$ cat config.mk
export PLATFORM = sky130hd
export DESIGN_NAME = rv32_subset_single_cycle_core_unit
export DESIGN_NICKNAME = d
export VERILOG_FILES = /design/src/rtl/core/rv32ssc_pkg.sv /design/src/rtl/core/rv32_subset_single_cycle_core_unit.sv
export SDC_FILE = /design/constraint.sdc
export NUM_CORES = 2
export LEC_CHECK = 0
export BUFFER_PORTS_ARGS = -buffer_cell sky130_fd_sc_hd__buf_2
export CAP_MARGIN = 30
export CORE_AREA = 2 2 405 407
export DETAILED_ROUTE_END_ITERATION = 6
export DIE_AREA = 0 0 407 409
export PLACE_DENSITY = 0.81
export RECOVER_POWER = 50
export REMOVE_ABC_BUFFERS = 1
export SLEW_MARGIN = 10
export SYNTH_ARGS = -nofsm -noshare
export SYNTH_HDL_FRONTEND = slang
export SYNTH_SLANG_ARGS = --single-unit
export TNS_END_PERCENT = 100
$ cat constraint.sdc
create_clock -name aclk -period 13.6 [get_ports aclk]
set_clock_uncertainty 0.1 [all_clocks]
set_input_delay 2.04 -clock aclk [delete_from_list [all_inputs] [get_ports aclk]]
set_output_delay 2.04 -clock aclk [all_outputs]
set_load 0.005 [all_outputs]
$ cat src/rtl/core/rv32ssc_pkg.sv
// ----------------------------------------------------------------------------
// rv32ssc_pkg: shared definitions for the rv32 subset core
// opcodes, function codes, field widths and the result item layout
// ----------------------------------------------------------------------------
`default_nettype none

package rv32ssc_pkg;

    // item widths
    localparam int unsigned XLEN       = 32;
    localparam int unsigned REG_IDX_W  = 5;
    localparam int unsigned REG_COUNT  = 32;
    localparam int unsigned MEM_WORDS  = 32;
    localparam int unsigned MEM_IDX_W  = $clog2(MEM_WORDS);
    localparam int unsigned S_TDATA_W  = 32;
    localparam int unsigned M_TDATA_W  = 80;

    // major opcodes
    localparam logic [6:0] OPC_ALU_REG = 7'b0110011;
    localparam logic [6:0] OPC_LOAD    = 7'b0000011;
    localparam logic [6:0] OPC_ALU_IMM = 7'b0010011;
    localparam logic [6:0] OPC_STORE   = 7'b0100011;
    localparam logic [6:0] OPC_BRANCH  = 7'b1100011;

    // funct7 codes
    localparam logic [6:0] F7_BASE = 7'b0000000;
    localparam logic [6:0] F7_SUB  = 7'b0100000;

    // funct3 codes
    localparam logic [2:0] F3_ADD  = 3'b000;
    localparam logic [2:0] F3_WORD = 3'b010;
    localparam logic [2:0] F3_OR   = 3'b110;
    localparam logic [2:0] F3_AND  = 3'b111;
    localparam logic [2:0] F3_BEQ  = 3'b000;
    localparam logic [2:0] F3_BNE  = 3'b001;

    // result item, first field in the highest bits
    typedef struct packed {
        logic                 illegal;
        logic                 branch_taken;
        logic [MEM_IDX_W-1:0] mem_index;
        logic                 mem_we;
        logic [XLEN-1:0]      reg_value;
        logic [REG_IDX_W-1:0] reg_dest;
        logic                 reg_we;
        logic [XLEN-1:0]      next_pc;
    } result_t;

    localparam int unsigned RESULT_W = $bits(result_t);

endpackage : rv32ssc_pkg

`default_nettype wire

$ cat src/rtl/core/rv32_subset_single_cycle_core_unit.sv
// ----------------------------------------------------------------------------
// rv32_subset_single_cycle_core_unit: rv32i subset core, one instruction per item
// executes ADD, SUB, AND, OR, ADDI, LW, SW, BEQ and BNE against local pc,
// register file and data memory, and reports next pc and the writes made
// ----------------------------------------------------------------------------
// pipeline: an accepted item passes the execute stage register, then the output
// stage register that drives m_tvalid; an output stall holds both stages
// throughput: one item per cycle unless the output stalls; operand reads are
// registered at accept with a bypass from the instruction retiring in that cycle
// reset: pc cleared, register file and data memory read as zero through
// per-entry valid bits, both pipeline stages emptied
`default_nettype none

module rv32_subset_single_cycle_core_unit (
    input  wire                                aclk,
    input  wire                                aresetn,
    // instr_word[31:0]
    input  wire  [rv32ssc_pkg::S_TDATA_W-1:0]  s_tdata,
    input  wire                                s_tvalid,
    output logic                               s_tready,
    // next_pc[31:0], reg_we[32], reg_dest[37:33], reg_value[69:38],
    // mem_we[70], mem_index[75:71], branch_taken[76], illegal[77], zeros[79:78]
    output logic [rv32ssc_pkg::M_TDATA_W-1:0]  m_tdata,
    output logic                               m_tvalid,
    input  wire                                m_tready
);
    import rv32ssc_pkg::*;

    // architectural state
    logic [XLEN-1:0]      pc_reg;
    logic [XLEN-1:0]      rf_reg [REG_COUNT];
    logic [REG_COUNT-1:0] rf_valid_reg;
    logic [XLEN-1:0]      dm_reg [MEM_WORDS];
    logic [MEM_WORDS-1:0] dm_valid_reg;

    // execute stage
    logic            ex_valid_reg;
    logic [XLEN-1:0] ir_reg;
    logic [XLEN-1:0] rs1_data_reg;
    logic [XLEN-1:0] rs2_data_reg;

    // output stage
    logic    out_valid_reg;
    result_t out_reg;

    logic    advance;
    logic    retire;
    logic    s_take;
    result_t res_next;

    // decode and execute signals
    logic [6:0]           opc;
    logic [2:0]           f3;
    logic [6:0]           f7;
    logic [REG_IDX_W-1:0] rd;
    logic [XLEN-1:0]      imm_i;
    logic [XLEN-1:0]      imm_s;
    logic [XLEN-1:0]      imm_b;
    logic [XLEN-1:0]      addr_sum;
    logic [MEM_IDX_W-1:0] idx;
    logic [XLEN-1:0]      load_word;
    logic                 we;
    logic                 mwe;
    logic                 taken;
    logic                 bad;
    logic [XLEN-1:0]      val;
    logic                 wb_we;
    logic [REG_IDX_W-1:0] rs1_addr;
    logic [REG_IDX_W-1:0] rs2_addr;
    logic [XLEN-1:0]      rs1_rd;
    logic [XLEN-1:0]      rs2_rd;

    // handshake
    assign advance  = !out_valid_reg || m_tready;
    assign retire   = ex_valid_reg && advance;
    assign s_tready = !ex_valid_reg || advance;
    assign s_take   = s_tvalid && s_tready;

    // instruction fields
    assign opc   = ir_reg[6:0];
    assign rd    = ir_reg[11:7];
    assign f3    = ir_reg[14:12];
    assign f7    = ir_reg[31:25];
    assign imm_i = {{20{ir_reg[31]}}, ir_reg[31:20]};
    assign imm_s = {{20{ir_reg[31]}}, ir_reg[31:25], ir_reg[11:7]};
    assign imm_b = {{19{ir_reg[31]}}, ir_reg[31], ir_reg[7], ir_reg[30:25],
                    ir_reg[11:8], 1'b0};

    // address adder shared by load, store and ADDI
    assign addr_sum  = rs1_data_reg + ((opc == OPC_STORE) ? imm_s : imm_i);
    assign idx       = addr_sum[MEM_IDX_W-1:0];
    assign load_word = dm_valid_reg[idx] ? dm_reg[idx] : '0;

    // instruction decoder and alu
    always_comb begin
        we    = 1'b0;
        mwe   = 1'b0;
        taken = 1'b0;
        bad   = 1'b0;
        val   = '0;
        unique case (opc)
            OPC_ALU_REG: begin
                if (f3 == F3_ADD && f7 == F7_BASE) begin
                    val = rs1_data_reg + rs2_data_reg;
                    we  = 1'b1;
                end else if (f3 == F3_ADD && f7 == F7_SUB) begin
                    val = rs1_data_reg - rs2_data_reg;
                    we  = 1'b1;
                end else if (f3 == F3_OR && f7 == F7_BASE) begin
                    val = rs1_data_reg | rs2_data_reg;
                    we  = 1'b1;
                end else if (f3 == F3_AND && f7 == F7_BASE) begin
                    val = rs1_data_reg & rs2_data_reg;
                    we  = 1'b1;
                end else begin
                    bad = 1'b1;
                end
            end
            OPC_ALU_IMM: begin
                if (f3 == F3_ADD) begin
                    val = addr_sum;
                    we  = 1'b1;
                end else begin
                    bad = 1'b1;
                end
            end
            OPC_LOAD: begin
                if (f3 == F3_WORD) begin
                    val = load_word;
                    we  = 1'b1;
                end else begin
                    bad = 1'b1;
                end
            end
            OPC_STORE: begin
                if (f3 == F3_WORD) begin
                    mwe = 1'b1;
                end else begin
                    bad = 1'b1;
                end
            end
            OPC_BRANCH: begin
                if (f3 == F3_BEQ) begin
                    taken = (rs1_data_reg == rs2_data_reg);
                end else if (f3 == F3_BNE) begin
                    taken = (rs1_data_reg != rs2_data_reg);
                end else begin
                    bad = 1'b1;
                end
            end
            default: begin
                bad = 1'b1;
            end
        endcase
    end

    // writes to x0 are dropped
    assign wb_we = we && (rd != '0);

    // result item
    always_comb begin
        res_next              = '0;
        res_next.next_pc      = taken ? (pc_reg + imm_b) : (pc_reg + XLEN'(4));
        res_next.reg_we       = wb_we;
        res_next.reg_dest     = wb_we ? rd : '0;
        res_next.reg_value    = wb_we ? val : '0;
        res_next.mem_we       = mwe;
        res_next.mem_index    = (opc == OPC_LOAD || opc == OPC_STORE) && !bad ? idx : '0;
        res_next.branch_taken = taken;
        res_next.illegal      = bad;
    end

    // operand read with bypass from the retiring instruction
    assign rs1_addr = s_tdata[19:15];
    assign rs2_addr = s_tdata[24:20];

    always_comb begin
        if (rs1_addr == '0) begin
            rs1_rd = '0;
        end else if (retire && wb_we && rd == rs1_addr) begin
            rs1_rd = val;
        end else if (rf_valid_reg[rs1_addr]) begin
            rs1_rd = rf_reg[rs1_addr];
        end else begin
            rs1_rd = '0;
        end
        if (rs2_addr == '0) begin
            rs2_rd = '0;
        end else if (retire && wb_we && rd == rs2_addr) begin
            rs2_rd = val;
        end else if (rf_valid_reg[rs2_addr]) begin
            rs2_rd = rf_reg[rs2_addr];
        end else begin
            rs2_rd = '0;
        end
    end

    // execute stage register
    always_ff @(posedge aclk) begin
        if (!aresetn) begin
            ex_valid_reg <= 1'b0;
        end else if (s_tready) begin
            ex_valid_reg <= s_tvalid;
        end
    end

    always_ff @(posedge aclk) begin
        if (s_take) begin
            ir_reg       <= s_tdata[XLEN-1:0];
            rs1_data_reg <= rs1_rd;
            rs2_data_reg <= rs2_rd;
        end
    end

    // program counter and valid bits
    always_ff @(posedge aclk) begin
        if (!aresetn) begin
            pc_reg       <= '0;
            rf_valid_reg <= '0;
            dm_valid_reg <= '0;
        end else if (retire) begin
            pc_reg <= res_next.next_pc;
            if (wb_we) begin
                rf_valid_reg[rd] <= 1'b1;
            end
            if (mwe) begin
                dm_valid_reg[idx] <= 1'b1;
            end
        end
    end

    // register file and data memory arrays
    always_ff @(posedge aclk) begin
        if (retire && wb_we) begin
            rf_reg[rd] <= val;
        end
        if (retire && mwe) begin
            dm_reg[idx] <= rs2_data_reg;
        end
    end

    // output stage register
    always_ff @(posedge aclk) begin
        if (!aresetn) begin
            out_valid_reg <= 1'b0;
        end else if (advance) begin
            out_valid_reg <= ex_valid_reg;
        end
    end

    always_ff @(posedge aclk) begin
        if (retire) begin
            out_reg <= res_next;
        end
    end

    assign m_tvalid = out_valid_reg;
    assign m_tdata  = {(M_TDATA_W - RESULT_W)'(0), out_reg};

    // x0 is never reported as written
    assert property (@(posedge aclk) disable iff (!aresetn)
        m_tvalid && out_reg.reg_we |-> out_reg.reg_dest != '0)
        else $error("x0 reported as written");

    // an illegal instruction makes no writes and no branch
    assert property (@(posedge aclk) disable iff (!aresetn)
        m_tvalid && out_reg.illegal |->
            !out_reg.reg_we && !out_reg.mem_we && !out_reg.branch_taken)
        else $error("illegal instruction had side effects");

    // a retired instruction always lands in the output stage
    assert property (@(posedge aclk) disable iff (!aresetn)
        retire |=> m_tvalid)
        else $error("retired instruction lost");

    // pc only moves when an instruction retires
    assert property (@(posedge aclk) disable iff (!aresetn)
        !retire |=> $stable(pc_reg))
        else $error("pc changed without retire");

endmodule : rv32_subset_single_cycle_core_unit

`default_nettype wire

==> impl_metrics.py <==
metrics = {
    "run_status": {
        "status": "finished with violations",
        "violations": "design-rule violations, max-capacitance violations, max-slew violations",
    },
    "drt": {
        "ant_nets": 0,
        "first_iter_violations": 11102,
        "drt_wl_total_mm": 336,
        "drc": 6,
        "num_vias": 64369,
        "wl_per_cell_um": 40.1,
        "drtPass1Iterations": 7,
        "viasPerCell": 7.69,
    },
    "logic_synthesis": {
        "synth_top_area_share": 0.636,
        "synth_edf_count": 2216,
        "ys_ff_latch": 2313,
        "synthArstFlopShare": 0,
        "postSynthCellCount": 5775,
        "synth_area_leaders": "edfxtp_1 64%, mux4_2 20%, ha_1 1.9%, dfxtp_1 1.9%, nor2_1 1.0%",
        "avgSynthCellArea_um2": 18.1,
        "synth_warnings": 0,
        "ys_types": 83,
        "yosysSeqAreaShare": 0.654,
        "synth_top_area_cell": "edfxtp_1",
        "netlist_area_um2": 105000,
        "synth_common_cells": "2216 x edfxtp_1, 931 x mux4_2, 289 x nor2_1",
        "synthFlopType": "edfxtp_1",
        "synth.most_common_cell": "edfxtp_1",
    },
    "critical_path": {
        "worstSetupEndpointType": "flip-flop",
        "crit_path_start_kind": "flip-flop",
        "worst-r2r-cell-count": 11,
        "crit_start": "ir_reg[31]",
        "cp_max_fo": 45,
        "crit_required_ns": 13.89,
        "r2r_slack_ns": 2.82,
        "critPathArrivalTime_ns": 11.07,
        "worst_r2r_endpoint": "rf_reg[18][21]",
        "cp-endpoint": "rf_reg[18][21]",
        "regToRegStartpoint": "ir_reg[31]",
        "critical_path_class": "reg2reg",
    },
    "global_route": {
        "grt_util_met1": 0.521,
        "grt-ovfl-total": 0,
        "grt_pass1_wl_mm": 474,
        "grt_pass1_vias": 65234,
        "antenna_found_initial": 11,
        "grt_use_total": 0.408,
        "grt_use_met2": 0.633,
        "busiest_layer": "met2",
        "grt_start_max_net_pins": 122,
        "grtUsageMet3": 0.112,
    },
    "timing": {
        "fin_ws_ns": 2.82,
        "hold_viol_final": 0,
        "rsz0062_at_grt": "no",
        "relSlewSlack": -3.74,
        "drv_slew": 2232,
        "max_freq_mhz": 92.7,
        "period_minus_slack_ns": 10.78,
        "post-route-period-util": 0.793,
        "worst_pin_slew_ns": 7.11,
        "final.setup.tns_ns": 0,
        "setup_viol": 0,
    },
    "clock_tree": {
        "cts_tree": "built",
        "clkTransAtPathRegs_ns": 0.06,
        "root_buffer": "clkbuf_16",
        "clock_path_buffers": 3,
        "cts_resized": 0,
        "cts_hold_buf": 0,
        "clock_sinks": 2313,
        "numCtsBuffers": 220,
        "clkLatencyLatePin_ns": 0.91,
        "cts_setup_buffers": 0,
        "cts_max_level": 4,
    },
    "die": {
        "initial_core_util": 0.646,
        "ioPinCount": 118,
        "core_um2": 162000,
        "die_w_um": 407,
        "die_area_um2": 166000,
        "die_h_um": 409,
        "rows": 148,
    },
    "layout": {
        "syn_to_final_growth_pct": 10.9,
        "drive_above_1_share": 0.252,
        "final_cell_area_um2": 116000,
        "layout.nets": 6197,
        "final_util": 0.716,
    },
    "power": {
        "irDropWorstVdd_mv": 0.144,
        "p_per_area_nw_per_um2": 132,
        "p_leak_nw": 36.1,
        "finalPower_mw": 15.4,
    },
    "job": {
        "max_cap_viol_count": 67,
    },
    "placement": {
        "placed_area_um2": 109000,
        "port_buffers": 114,
        "gp_congestion": 1.00,
        "hpwl_mm": 182,
        "dp_slack_ns": 6.16,
    },
    "hold_path": {
        "worstHoldPathType": "reg2reg",
    },
}
==> metrics by stage <==
stage                     hold WS [ns]  instances
after floorplan                  0.335       5451
after global placement           0.342       7908
after detailed placement         0.351       7929
after CTS                        0.369       8345
after global routing             0.374       8371
final                            0.371       8374
==> power by group <==
| group | internal (mW) | switching (mW) |
|---|---|---|
| Sequential | 7.76 | 0.0309 |
| Combinational | 0.428 | 0.779 |
| Clock | 3.56 | 2.79 |
| Total | 11.8 | 3.61 |
==> worst min-delay path by stage <==
stage	startpoint	end	slack [ns]	cells after the start
after floorplan	dm_valid_reg[10]	dm_valid_reg[10]	0.34	1
after global placement	dm_valid_reg[28]	dm_valid_reg[28]	0.34	1
after detailed placement	dm_valid_reg[8]	dm_valid_reg[8]	0.35	1
after CTS	dm_valid_reg[29]	dm_valid_reg[29]	0.37	1
after global routing	dm_valid_reg[29]	dm_valid_reg[29]	0.37	1
final	dm_valid_reg[4]	dm_valid_reg[4]	0.37	1
==> placed cells by master, fill, tap and decap left out, drive strengths merged, types with 22 or more instances in the layout <==
cell	count
xor2	55
o21bai	31
clkbuf	404
a211oi	25
inv	146
nand2	229
nor2	289
o21a	82
o22ai	110
clkinv	102
conb	35
buf	189
a21o	34
nor3	67
mux4	931
ha	157
o2bb2ai	22
nand4	29
nand3	61
o21ai	144
bufinv	27
and2	28
mux2i	83
dfxtp	97
a21oi	197
xnor2	75
edfxtp	2216
==> layout make-up <==
class	count	area, µm²
diodes	5	12.5
clock buffers	267	5800
clock inverters	149	1620
fillers	9227	46000
inverters	137	515
multi-input cells	3001	34800
flip-flops and latches	2313	68500
well taps	2175	2720
repair buffers	327	2080
==> metal layers <==
layer | up-vias | routed length [µm]
li1 | 24359 | -
met5 | - | 120
met2 | 6124 | 159000
met1 | 32414 | 107000
met3 | 1458 | 46300
met4 | 14 | 24600
==> worst max-delay path: stages, from the launching register on <==
cell      delay, ns
edfxtp_1       0.36
clkbuf_1       1.21
or4_1          0.92
nor3_1         0.72
o21ai_0        0.39
o22ai_1        0.44
o311ai_4       0.16
clkbuf_1       0.95
nor2_1         0.84
nand3b_1       0.77
nor2_4         0.24
clkbuf_1       3.03
==> logic make-up after synthesis <==
kind of cell | count (synthesis) | share of synthesized area
AO/OA/AOI/OAI | 818 | 0.0510
XOR/XNOR | 130 | 0.0109
adder cells (fa/ha/maj) | 161 | 0.0195
buffers and inverters | 495 | 0.0186
flip-flops | 2313 | 0.654
multiplexers | 1021 | 0.209
other | 1 | 0.0000358
AND/OR/NAND/NOR | 836 | 0.0369
Note: power is estimated with default switching activity, not from simulation.
